<file path="src/rtl/csv_fs_pkg.sv">
// csv_fs_pkg: shared types and constants of the csv field splitter
// used by the channel interfaces, the top level and its checker
`timescale 1ns / 1ps

package csv_fs_pkg;

  localparam int CHAR_W              = 8;
  localparam int MAX_FIELDS_W        = 10;
  localparam int FIELD_INDEX_MAX_DEF = 1023;

  // apb register map, register i at byte address 4*i
  localparam int PADDR_W = 4;
  localparam int PDATA_W = 32;

  localparam logic [1:0] REG_SEPARATOR  = 2'd0;
  localparam logic [1:0] REG_QUOTE      = 2'd1;
  localparam logic [1:0] REG_MAX_FIELDS = 2'd2;

  localparam logic [CHAR_W-1:0]       SEPARATOR_RST  = 8'd44;
  localparam logic [CHAR_W-1:0]       QUOTE_RST      = 8'd34;
  localparam logic [MAX_FIELDS_W-1:0] MAX_FIELDS_RST = '0;

  localparam logic FUNC_CHAR = 1'b0;
  localparam logic FUNC_EOL  = 1'b1;

  localparam logic KIND_CHAR = 1'b0;
  localparam logic KIND_END  = 1'b1;

  typedef enum logic [1:0] {
    MODE_START  = 2'd0,
    MODE_PLAIN  = 2'd1,
    MODE_QUOTED = 2'd2,
    MODE_DROP   = 2'd3
  } mode_t;

endpackage

</file>
<file path="src/rtl/csv_in_if.sv">
// csv_in_if: valid/ready channel carrying one line character or end of line
// depends on csv_fs_pkg
`timescale 1ns / 1ps

interface csv_in_if;
  import csv_fs_pkg::*;

  logic              valid;
  logic              ready;
  logic              func;
  logic [CHAR_W-1:0] char_code;

  modport source (output valid, output func, output char_code, input ready);
  modport sink (input valid, input func, input char_code, output ready);
endinterface

</file>
<file path="src/rtl/csv_out_if.sv">
// csv_out_if: valid/ready channel carrying field characters and field ends
// depends on csv_fs_pkg
`timescale 1ns / 1ps

interface csv_out_if #(
  parameter int IDX_W = 10
);
  import csv_fs_pkg::*;

  logic              valid;
  logic              ready;
  logic              kind;
  logic [CHAR_W-1:0] out_char;
  logic [IDX_W-1:0]  field_index;
  logic              last_field;

  modport source (output valid, output kind, output out_char, output field_index,
                  output last_field, input ready);
  modport sink (input valid, input kind, input out_char, input field_index,
                input last_field, output ready);
endinterface

</file>
<file path="src/rtl/csv_field_splitter.sv">
// csv_field_splitter: streaming csv line splitter with apb configuration
// depends on csv_fs_pkg, csv_in_if and csv_out_if
`timescale 1ns / 1ps

// Takes one beat per cycle on char_in (a line character, or end of line)
// while char_in is ready, and answers with at most one beat on field_out: a
// field character, or a field end with its index and a flag for the end that
// closes the line. A field opening with the quote byte is quoted; doubled
// quotes inside it yield one quote and the separator ends it only after a
// closing quote. An accepted beat passes the single parse stage between the
// input and the output register; the result is registered there, or in the
// skid behind a stalled beat. A two-deep output stage (output register plus
// skid) keeps char_in ready while one result waits, so a stalled sink stops
// input only once two results are pending. The field index saturates at
// FIELD_INDEX_MAX. Registers (apb, byte address 4*i): separator (0), quote
// (1), max fields (2, 0 = no limit); write them only while the block is idle.
module csv_field_splitter #(
  parameter int FIELD_INDEX_MAX = csv_fs_pkg::FIELD_INDEX_MAX_DEF
) (
  input  logic                            clk,
  input  logic                            rst,
  input  logic                            psel,
  input  logic                            penable,
  input  logic                            pwrite,
  input  logic [csv_fs_pkg::PADDR_W-1:0]  paddr,
  input  logic [csv_fs_pkg::PDATA_W-1:0]  pwdata,
  output logic [csv_fs_pkg::PDATA_W-1:0]  prdata,
  output logic                            pready,
  csv_in_if.sink                          char_in,
  csv_out_if.source                       field_out
);
  import csv_fs_pkg::*;

  localparam int IDX_W = $clog2(FIELD_INDEX_MAX + 1);
  localparam int CMP_W = (IDX_W > MAX_FIELDS_W) ? IDX_W : MAX_FIELDS_W;
  localparam logic [IDX_W-1:0] IDX_MAX = IDX_W'(FIELD_INDEX_MAX);

  // configuration registers
  logic [CHAR_W-1:0]       separator_char;
  logic [CHAR_W-1:0]       quote_char;
  logic [MAX_FIELDS_W-1:0] max_fields;

  // parser state
  mode_t            parse_mode, parse_mode_next;
  logic             quote_toggle, quote_toggle_next;
  logic [IDX_W-1:0] field_count, field_count_next;
  logic             line_nonempty, line_nonempty_next;

  // output register and skid
  logic              out_valid;
  logic              out_kind;
  logic [CHAR_W-1:0] out_chr;
  logic [IDX_W-1:0]  out_idx;
  logic              out_last;
  logic              skid_valid;
  logic              skid_kind;
  logic [CHAR_W-1:0] skid_chr;
  logic [IDX_W-1:0]  skid_idx;
  logic              skid_last;

  // result of the current beat
  logic              gen;
  logic              res_kind;
  logic [CHAR_W-1:0] res_chr;
  logic              res_last;

  logic             accept;
  logic [IDX_W-1:0] count_inc;
  logic             hit;
  logic             cfg_wr;
  logic [1:0]       cfg_idx;

  assign pready  = 1'b1;
  assign cfg_wr  = psel && penable && pwrite;
  assign cfg_idx = paddr[3:2];

  always_ff @(posedge clk) begin
    if (rst) begin
      separator_char <= SEPARATOR_RST;
      quote_char     <= QUOTE_RST;
      max_fields     <= MAX_FIELDS_RST;
    end else if (cfg_wr) begin
      case (cfg_idx)
        REG_SEPARATOR:  separator_char <= pwdata[CHAR_W-1:0];
        REG_QUOTE:      quote_char     <= pwdata[CHAR_W-1:0];
        REG_MAX_FIELDS: max_fields     <= pwdata[MAX_FIELDS_W-1:0];
        default: ;
      endcase
    end
  end

  always_comb begin
    case (cfg_idx)
      REG_SEPARATOR:  prdata = PDATA_W'(separator_char);
      REG_QUOTE:      prdata = PDATA_W'(quote_char);
      REG_MAX_FIELDS: prdata = PDATA_W'(max_fields);
      default:        prdata = '0;
    endcase
  end

  assign char_in.ready = !skid_valid;
  assign accept        = char_in.valid && !skid_valid;

  // saturating count of the field being closed, and the field limit test
  assign count_inc = (field_count < IDX_MAX) ? field_count + 1'b1 : field_count;
  assign hit = (max_fields != '0) && (CMP_W'(count_inc) == CMP_W'(max_fields));

  always_comb begin
    parse_mode_next    = parse_mode;
    quote_toggle_next  = quote_toggle;
    field_count_next   = field_count;
    line_nonempty_next = line_nonempty;
    gen                = 1'b0;
    res_kind           = KIND_CHAR;
    res_chr            = char_in.char_code;
    res_last           = 1'b0;

    if (char_in.func == FUNC_EOL) begin
      gen                = line_nonempty && (parse_mode != MODE_DROP);
      res_kind           = KIND_END;
      res_chr            = '0;
      res_last           = 1'b1;
      parse_mode_next    = MODE_START;
      quote_toggle_next  = 1'b0;
      field_count_next   = '0;
      line_nonempty_next = 1'b0;
    end else begin
      line_nonempty_next = 1'b1;
      case (parse_mode)
        MODE_START: begin
          if (char_in.char_code == quote_char) begin
            parse_mode_next   = MODE_QUOTED;
            quote_toggle_next = 1'b0;
          end else if (char_in.char_code == separator_char) begin
            gen               = 1'b1;
            res_kind          = KIND_END;
            res_chr           = '0;
            res_last          = hit;
            field_count_next  = count_inc;
            quote_toggle_next = 1'b0;
            parse_mode_next   = hit ? MODE_DROP : MODE_START;
          end else begin
            gen             = 1'b1;
            parse_mode_next = MODE_PLAIN;
          end
        end
        MODE_PLAIN: begin
          gen = 1'b1;
          if (char_in.char_code == separator_char) begin
            res_kind          = KIND_END;
            res_chr           = '0;
            res_last          = hit;
            field_count_next  = count_inc;
            quote_toggle_next = 1'b0;
            parse_mode_next   = hit ? MODE_DROP : MODE_START;
          end
        end
        MODE_QUOTED: begin
          if (char_in.char_code == quote_char) begin
            // second quote of a pair is the literal one
            gen               = quote_toggle;
            quote_toggle_next = !quote_toggle;
          end else if (char_in.char_code == separator_char && quote_toggle) begin
            gen               = 1'b1;
            res_kind          = KIND_END;
            res_chr           = '0;
            res_last          = hit;
            field_count_next  = count_inc;
            quote_toggle_next = 1'b0;
            parse_mode_next   = hit ? MODE_DROP : MODE_START;
          end else begin
            gen = 1'b1;
          end
        end
        default: ;
      endcase
    end
  end

  always_ff @(posedge clk) begin
    if (rst) begin
      parse_mode    <= MODE_START;
      quote_toggle  <= 1'b0;
      field_count   <= '0;
      line_nonempty <= 1'b0;
    end else if (accept) begin
      parse_mode    <= parse_mode_next;
      quote_toggle  <= quote_toggle_next;
      field_count   <= field_count_next;
      line_nonempty <= line_nonempty_next;
    end
  end

  // output register with skid: a new result parks in the skid only while
  // the output register holds a stalled beat
  always_ff @(posedge clk) begin
    if (rst) begin
      out_valid  <= 1'b0;
      skid_valid <= 1'b0;
    end else if (out_valid && !field_out.ready) begin
      if (accept && gen) begin
        skid_valid <= 1'b1;
      end
    end else if (skid_valid) begin
      out_valid  <= 1'b1;
      skid_valid <= 1'b0;
    end else begin
      out_valid <= accept && gen;
    end
  end

  always_ff @(posedge clk) begin
    if (out_valid && !field_out.ready) begin
      if (accept && gen) begin
        skid_kind <= res_kind;
        skid_chr  <= res_chr;
        skid_idx  <= field_count;
        skid_last <= res_last;
      end
    end else if (skid_valid) begin
      out_kind <= skid_kind;
      out_chr  <= skid_chr;
      out_idx  <= skid_idx;
      out_last <= skid_last;
    end else if (accept && gen) begin
      out_kind <= res_kind;
      out_chr  <= res_chr;
      out_idx  <= field_count;
      out_last <= res_last;
    end
  end

  assign field_out.valid       = out_valid;
  assign field_out.kind        = out_kind;
  assign field_out.out_char    = out_chr;
  assign field_out.field_index = out_idx;
  assign field_out.last_field  = out_last;

endmodule

</file>
<file path="src/flat_wrapper.sv">
// flat-port wrapper written by rule: the top's interface ports become plain ports
module csv_field_splitter_flat import csv_fs_pkg::*;
#(
  parameter int FIELD_INDEX_MAX = csv_fs_pkg::FIELD_INDEX_MAX_DEF
)
  (clk, rst, psel, penable, pwrite, paddr, pwdata, prdata, pready, char_in_valid, char_in_func, char_in_char_code, char_in_ready, field_out_valid, field_out_kind, field_out_out_char, field_out_field_index, field_out_last_field, field_out_ready);
  csv_in_if char_in_i ();
  csv_out_if field_out_i ();
  input  logic clk;
  input  logic rst;
  input  logic psel;
  input  logic penable;
  input  logic pwrite;
  input  logic [csv_fs_pkg::PADDR_W-1:0] paddr;
  input  logic [csv_fs_pkg::PDATA_W-1:0] pwdata;
  output logic [csv_fs_pkg::PDATA_W-1:0] prdata;
  output logic pready;
  input wire logic [$bits(char_in_i.valid)-1:0] char_in_valid;
  input wire logic [$bits(char_in_i.func)-1:0] char_in_func;
  input wire logic [$bits(char_in_i.char_code)-1:0] char_in_char_code;
  output wire logic [$bits(char_in_i.ready)-1:0] char_in_ready;
  output wire logic [$bits(field_out_i.valid)-1:0] field_out_valid;
  output wire logic [$bits(field_out_i.kind)-1:0] field_out_kind;
  output wire logic [$bits(field_out_i.out_char)-1:0] field_out_out_char;
  output wire logic [$bits(field_out_i.field_index)-1:0] field_out_field_index;
  output wire logic [$bits(field_out_i.last_field)-1:0] field_out_last_field;
  input wire logic [$bits(field_out_i.ready)-1:0] field_out_ready;
  assign char_in_i.valid = char_in_valid;
  assign char_in_i.func = char_in_func;
  assign char_in_i.char_code = char_in_char_code;
  assign char_in_ready = char_in_i.ready;
  assign field_out_valid = field_out_i.valid;
  assign field_out_kind = field_out_i.kind;
  assign field_out_out_char = field_out_i.out_char;
  assign field_out_field_index = field_out_i.field_index;
  assign field_out_last_field = field_out_i.last_field;
  assign field_out_i.ready = field_out_ready;
  csv_field_splitter #(.FIELD_INDEX_MAX(FIELD_INDEX_MAX)) u_core (.clk(clk), .rst(rst), .psel(psel), .penable(penable), .pwrite(pwrite), .paddr(paddr), .pwdata(pwdata), .prdata(prdata), .pready(pready), .char_in(char_in_i), .field_out(field_out_i));
endmodule
</file>
<file path="config.mk">
export PLATFORM = sky130hd
export DESIGN_NAME = csv_field_splitter_flat
export DESIGN_NICKNAME = d
export VERILOG_FILES = /design/src/rtl/csv_fs_pkg.sv /design/src/rtl/csv_in_if.sv /design/src/rtl/csv_out_if.sv /design/src/rtl/csv_field_splitter.sv /design/src/flat_wrapper.sv
export SDC_FILE = /design/constraint.sdc
export NUM_CORES = 1
export LEC_CHECK = 0
export BUFFER_PORTS_ARGS = -buffer_cell sky130_fd_sc_hd__buf_2
export CORE_MARGIN = 3
export CORE_UTILIZATION = 49
export DETAILED_ROUTE_END_ITERATION = 7
export PLACE_DENSITY = 0.81
export SETUP_SLACK_MARGIN = 0.2
export SLEW_MARGIN = 20
export SYNTH_ARGS = -nofsm -noshare
export SYNTH_HDL_FRONTEND = slang
export SYNTH_SLANG_ARGS = --single-unit
</file>
<file path="constraint.sdc">
create_clock -name clk -period 2.5 [get_ports clk]
set_input_delay 0.25 -clock clk [delete_from_list [all_inputs] [get_ports clk]]
set_output_delay 0.25 -clock clk [all_outputs]
set_load 0.1 [all_outputs]
</file>
# --- Yosys cells after proc, flatten, opt, wreduce, memory -nomap -nowiden ---
# Cells that the tools add are included.
classes:
  reduce_logical: 25
  mux: 54
  add_sub_neg: 1
  n_lt_le_gt_ge: 1
  bitwise_logic: 1
  eq_ne: 13
ops:
  columns: ["op", "count"]
  rows:
  - ["$mux W10", 8]
  - ["$pmux W10 S3", 2]
  - ["$mux W8", 7]
  - ["$mux W1", 24]
  - ["$pmux W8 S3", 1]
  - ["$eq A8 B8 Y1", 2]
  - ["$mux W2", 7]
  - ["$pmux W1 S3", 4]
  - ["$add A10 B1 Y10 const B", 1]
  - ["$eq A10 B10 Y1", 1]
  - ["$lt A10 B10 Y1 const B", 1]
  - ["$reduce_and A2 Y1", 5]
  - ["$reduce_and A5 Y1", 2]
  - ["$reduce_bool A10 Y1", 1]
  - ["$logic_and A1 B1 Y1", 8]
  - ["$ne A3 B2 Y1 const B", 2]
  - ["$ne A3 B3 Y1 const B", 2]
  - ["$pmux W2 S3", 1]
  - ["$eq A2 B1 Y1 const B", 2]
  - ["$eq A2 B2 Y1 const B", 2]
  - ["$logic_not A2 Y1", 2]
  - ["$ne A4 B2 Y1 const B", 1]
  - ["$reduce_bool A4 Y1", 1]
  - ["$logic_not A1 Y1", 3]
  - ["5 further kinds", 5]
totals:
  input_bits: 52
  regBits: 82

# --- Longest topological paths before layout ---
depth:
  depth_word: 10
  ltp_mapped: 9

# --- Worst setup path after synthesis ---
# No wires, ideal clock.
synth_path:
  path_type: "input-to-output"
  from: "input paddr[3] (netlist name)"
  to: "output prdata[8] (netlist name)"
  required_ns: 2.250
  path_slack_ns: -0.667
  path_buffers: 1
  path_stages: 2
  arrival_time_ns: 2.917
  cell_sequence: "buf_1 -> nor3b_1"
synth_between:
  elab_chain_cells: 2
  word_cells_on_any_way: 4
  cone_classes: "eq/ne (2); mux (1); reduce/logical (1)"
synth_lines:
  columns: ["item", "line_no", "source"]
  rows:
  - ["start, declared", "flat_wrapper.sv:14", "input logic [csv_fs_pkg::PADDR_W-1:0] paddr;"]
  - ["$eq A2 B2 Y1 (tied with other cells)", "csv_field_splitter.sv:93", "case (cfg_idx)"]
  - ["$pmux W10 S3 (*)", "csv_field_splitter.sv:93", null]
  - ["end, declared", "flat_wrapper.sv:16", "output logic [csv_fs_pkg::PDATA_W-1:0] prdata;"]
# Mark *: on every way between the ends. The rest lies on a longest branch, timed or not.

# --- Final worst setup path ---
layout_path:
  from: "register u_core.field_count[2]"
  to: "register u_core.out_last (netlist: u_core.field_out.last_field) (data pin)"
layout_between:
  elab_chain_cells: 10
  word_cells_on_any_way: 13
  cone_classes: "add/sub (1); order compare (1); eq/ne (1); mux (9); reduce/logical (1)"
layout_lines:
  columns: ["item", "line_no", "source"]
  rows:
  - ["start, declared", "csv_field_splitter.sv:46", "logic [IDX_W-1:0] field_count, field_count_next;"]
  - ["start signal, assigned", "csv_field_splitter.sv:189", "field_count <= field_count_next;"]
  - ["$add A10 B1 Y10 / $lt A10 B10 Y1 (equally long branches)", "csv_field_splitter.sv:105", "assign count_inc = (field_count < IDX_MAX) ? field_count + 1'b1 : field_count;"]
  - ["$mux W10 (*)", "csv_field_splitter.sv:105", null]
  - ["$eq A10 B10 Y1 (*)", "csv_field_splitter.sv:106", "assign hit = (max_fields != '0) && (CMP_W'(count_inc) == CMP_W'(max_fields));"]
  - ["$logic_and A1 B1 Y1 (*)", "csv_field_splitter.sv:106", null]
  - ["$mux W1 (on tied branches)", "csv_field_splitter.sv:163, csv_field_splitter.sv:134, csv_field_splitter.sv:149", null]
  - ["$mux W1 (on tied branches)", "csv_field_splitter.sv:159, csv_field_splitter.sv:131", null]
  - ["$pmux W1 S3 (*)", "csv_field_splitter.sv:129", "case (parse_mode)"]
  - ["$mux W1 (*)", "csv_field_splitter.sv:118", "if (char_in.func == FUNC_EOL) begin"]
  - ["$mux W1 (*)", "csv_field_splitter.sv:225", "end else if (accept && gen) begin"]
  - ["$mux W1 (*)", "csv_field_splitter.sv:220", "end else if (skid_valid) begin"]
  - ["end signal, assigned", "csv_field_splitter.sv:224", "out_last <= skid_last;"]
  - ["end signal, assigned", "csv_field_splitter.sv:229", "out_last <= res_last;"]
  - ["end, declared", "csv_field_splitter.sv:54", "logic out_last;"]
# Mark *: on every way between the ends. The rest lies on a longest branch, timed or not. The select of a mux whose other input is x is not followed.
# A chain may end at the register's enable or synchronous reset.

==> results.md <==
* Status: complete, no violations
* Setup ws final at 180 ps
* Die X at 103 um
* Vias per inst at 6.04
* PwrDens at 573 nW/um2
* Clock Path Buffers at 2
* Slew margin rel. at 64.6%
* Leak at 1.98 nW
* Reg2reg setup slack at 180 ps
* Non-Filler Instances at approximately 650
* Crit-path cells: nand4_1 -> buf_4 -> a211oi_1 -> o2111ai_1 -> nor4_1 -> nand4_1 -> buf_4 -> o31ai_1
* Iter 0 DRT Violations at 320
* Fin util at 61.2%
* Reg power frac at 46.4%
* Ports at 107
* NetSw at 1.01 mW
* Switch share at about a third
* Crit-path leading delay family: simple AND/OR/NAND/NOR gates
* Number of antenna violations at the first check in global routing at 0
* Max-slew violation count at 0
* Setup repair after global routing missed its margin: false
* Drt first pass iters at 4
* Max-cap viol count at 0
* Post-synthesis sequential area ratio at 44.3%
* Worst hold path type: in2reg
* Clock group share of total power at about a third
* Top-area cell type share of the netlist area at 26.0%
* Die H at just over 100 um
* Final Skew at roughly 16 ps
* CTS H-tree lvls at 3
* Die ar. at 10600 um2
* Cell Rows at 34
* Post-route cell area at between 5000 and 6000 um2
* Pre-CTS setup slack at 137 ps
* Area leader, netlist: edfxtp_1
* Design Power at roughly 3.1 mW
* Total CTS buffers at 9
* Most common cell after layout, fill and taps aside: buf_2
* Final GP Congestion at around 0.9
* Setup TNS at 0 ps
* Hold slack at 95.3 ps
* Worst vdd ir at roughly 0.00044 V
* Total number of vias at 3935
* Clock tree from TritonCTS: built
* Post-synth ARST share at 0%
* Ratio of final minimum period to clock period at 92.8%
* Top cells by area, synth: edfxtp_1, dfxtp_1, mux2i_1, xnor2_1, buf_4
* CP arrival at 2490 ps
* Seq cells post-synth at 82
* Logic pwr share at 19.9%
* Total GRT Usage at a little under a quarter
* CP Capture Type: flip-flop
* Synthesis-to-finish area growth at 18.5%
* PortBufs at 59
* Cell area after synthesis at approximately 4600 um2
* Period minus WS final at 2320 ps
* WP data required at about 2700 ps
* Largest net degree at the start of global routing at 30
* Diode count at 0
* CP Buf/Inv Count at 2
* CP Class: reg2reg
* Final setup vio count at 0
* Register area at 2060 um2
* Core ar. at 8930 um2
* Slew of the pin with the lowest slew margin at 529 ps
* Mapped Cells at about 470
* Vias in the first global route at 3727
* Clock transition at path regs at 90 ps
* Nets at approximately 600
* Clk Latency, worst-skew pair at 350 ps
* Placed cell count at 627
* Final HPWL DP at 8.37 mm
* Dominant synthesized flop cell: dfxtp_1
* Critical path's largest stage delay at approximately 420 ps
* Post-synth EDFFs at 40
* Grt ovf at 0
* DR WL/cell at around 18 um
* Worst path slowest cell: dfxtp_4
* Endpoints failing hold at 0
* Synth warnings at 0
* Max frequency at 431 MHz
* Routed Antenna Nets at 0
* Startpoint Class: flip-flop
* Cell Area, Placed at approximately 5100 um2
* Leading cell types in the layout, fill and taps excluded: buf_2, edfxtp_1, nor2_1, dfxtp_1, buf_4
* Hold_buf cts at 0
* CP max FO at 11
* Filler instances at 733
* Multi-input logic area at between 2000 and 2500 um2
* Root Buffer: clkbuf_8
* First-pass GRT wire length at 18.9 mm
* Num Clock Sinks at between 80 and 90
* Syn Area/Cell at 9.88 um2
* Layout cells sized above 1 at 30.0%
* Routed WL at approximately 12 mm
* Initial Utilization at 51.6%
* Synth cell types at 63
* Pint at 2.12 mW
* Drc violations at 0
[synth_stat cells, types with 4 or more instances]
| master | count |
|---|---|
| nand3b_1 | 4 |
| nor3_1 | 8 |
| a21oi_1 | 9 |
| nor2b_1 | 8 |
| nand2_1 | 29 |
| nand3_1 | 10 |
| o21ai_0 | 27 |
| buf_1 | 4 |
| nor2_1 | 39 |
| dfxtp_1 | 42 |
| a211o_1 | 6 |
| ha_1 | 6 |
| or4_1 | 5 |
| clkbuf_1 | 19 |
| nor4_1 | 4 |
| mux2i_1 | 32 |
| xor2_1 | 4 |
| or3_1 | 5 |
| buf_2 | 5 |
| a221oi_1 | 6 |
| a31oi_1 | 5 |
| and3_2 | 4 |
| xnor2_1 | 20 |
| inv_1 | 14 |
| o31ai_1 | 4 |
| edfxtp_1 | 40 |
| buf_4 | 23 |
| mux2_2 | 6 |
| o211ai_1 | 5 |
| and3_1 | 7 |
| nand4_1 | 8 |
| a32o_1 | 9 |
| a211oi_1 | 7 |
[registers in the layout (all words and copies together) (netlist names), 2 cells and up]
| signal | cells |
|---|---|
| u_core.max_fields | 10 |
| u_core.separator_char | 8 |
| u_core.parse_mode | 2 |
| u_core.field_count | 10 |
| u_core.quote_char | 8 |
| u_core.skid_idx | 10 |
| u_core.field_out.field_index | 10 |
| u_core.field_out.out_char | 8 |
| u_core.skid_chr | 8 |
[layer usage]
layer | share of wire, % | vias to the layer above | global-route usage (%)
met3 | 7.2 | 34 | 4.60
met1 | 42 | 1859 | 30.1
met4 | 2.4 | 0 | 7.27
met2 | 48 | 204 | 37.0
met5 | 0 | - | 0
li1 | - | 1838 | -
[logic make-up after synthesis]
group	Yosys count	synth area share [%]
AND/OR/NAND/NOR	145	16.3
multiplexers	38	8.41
XOR/XNOR	24	4.56
other	2	0.163
flip-flops	82	44.3
AO/OA/AOI/OAI	102	16.6
buffers and inverters	68	8.03
adder cells (fa/ha/maj)	6	1.63
[final timing paths]
| kind | from | endpoint | depth (start not counted) |
|---|---|---|---|
| worst max-delay path | u_core.field_count[2] | u_core.field_out.last_field | 8 |
| worst min-delay path | field_out_ready | u_core.skid_valid | 2 |
| worst max register to register | u_core.field_count[2] | u_core.field_out.last_field | 8 |
| worst min register to register | u_core.field_out.valid | u_core.skid_valid | 2 |
[layout make-up]
| type | count | share of cell area [%] |
|---|---|---|
| multi-input combinational | 338 | 44.4 |
| sequential | 82 | 37.7 |
| tap | 108 | 2.47 |
| clock inverter | 5 | 1.44 |
| clock buffer | 11 | 2.40 |
| timing repair buffer | 94 | 10.6 |
| inverter | 14 | 0.961 |
[power by group through the flow]
stage | combinational [mW] | sequential, mW | clock (mW)
4_1_cts | 0.615 | 1.46 | 1.05
3_3_place_gp | 0.601 | 1.49 | 0
5_1_grt | 0.651 | 1.46 | 1.12
2_1_floorplan | 0.382 | 1.64 | 0
3_5_place_dp | 0.611 | 1.49 | 0
6_report | 0.623 | 1.45 | 1.06
[timing repair]
item / in CTS / in global routing
setup endpoints to repair: 35 / 50
pin swaps: 3 / 7
buffers inserted: 4 / 5
gates cloned: 0 / 0
resized for setup: 7 / 36
Power figures use the tool's default switching activity.
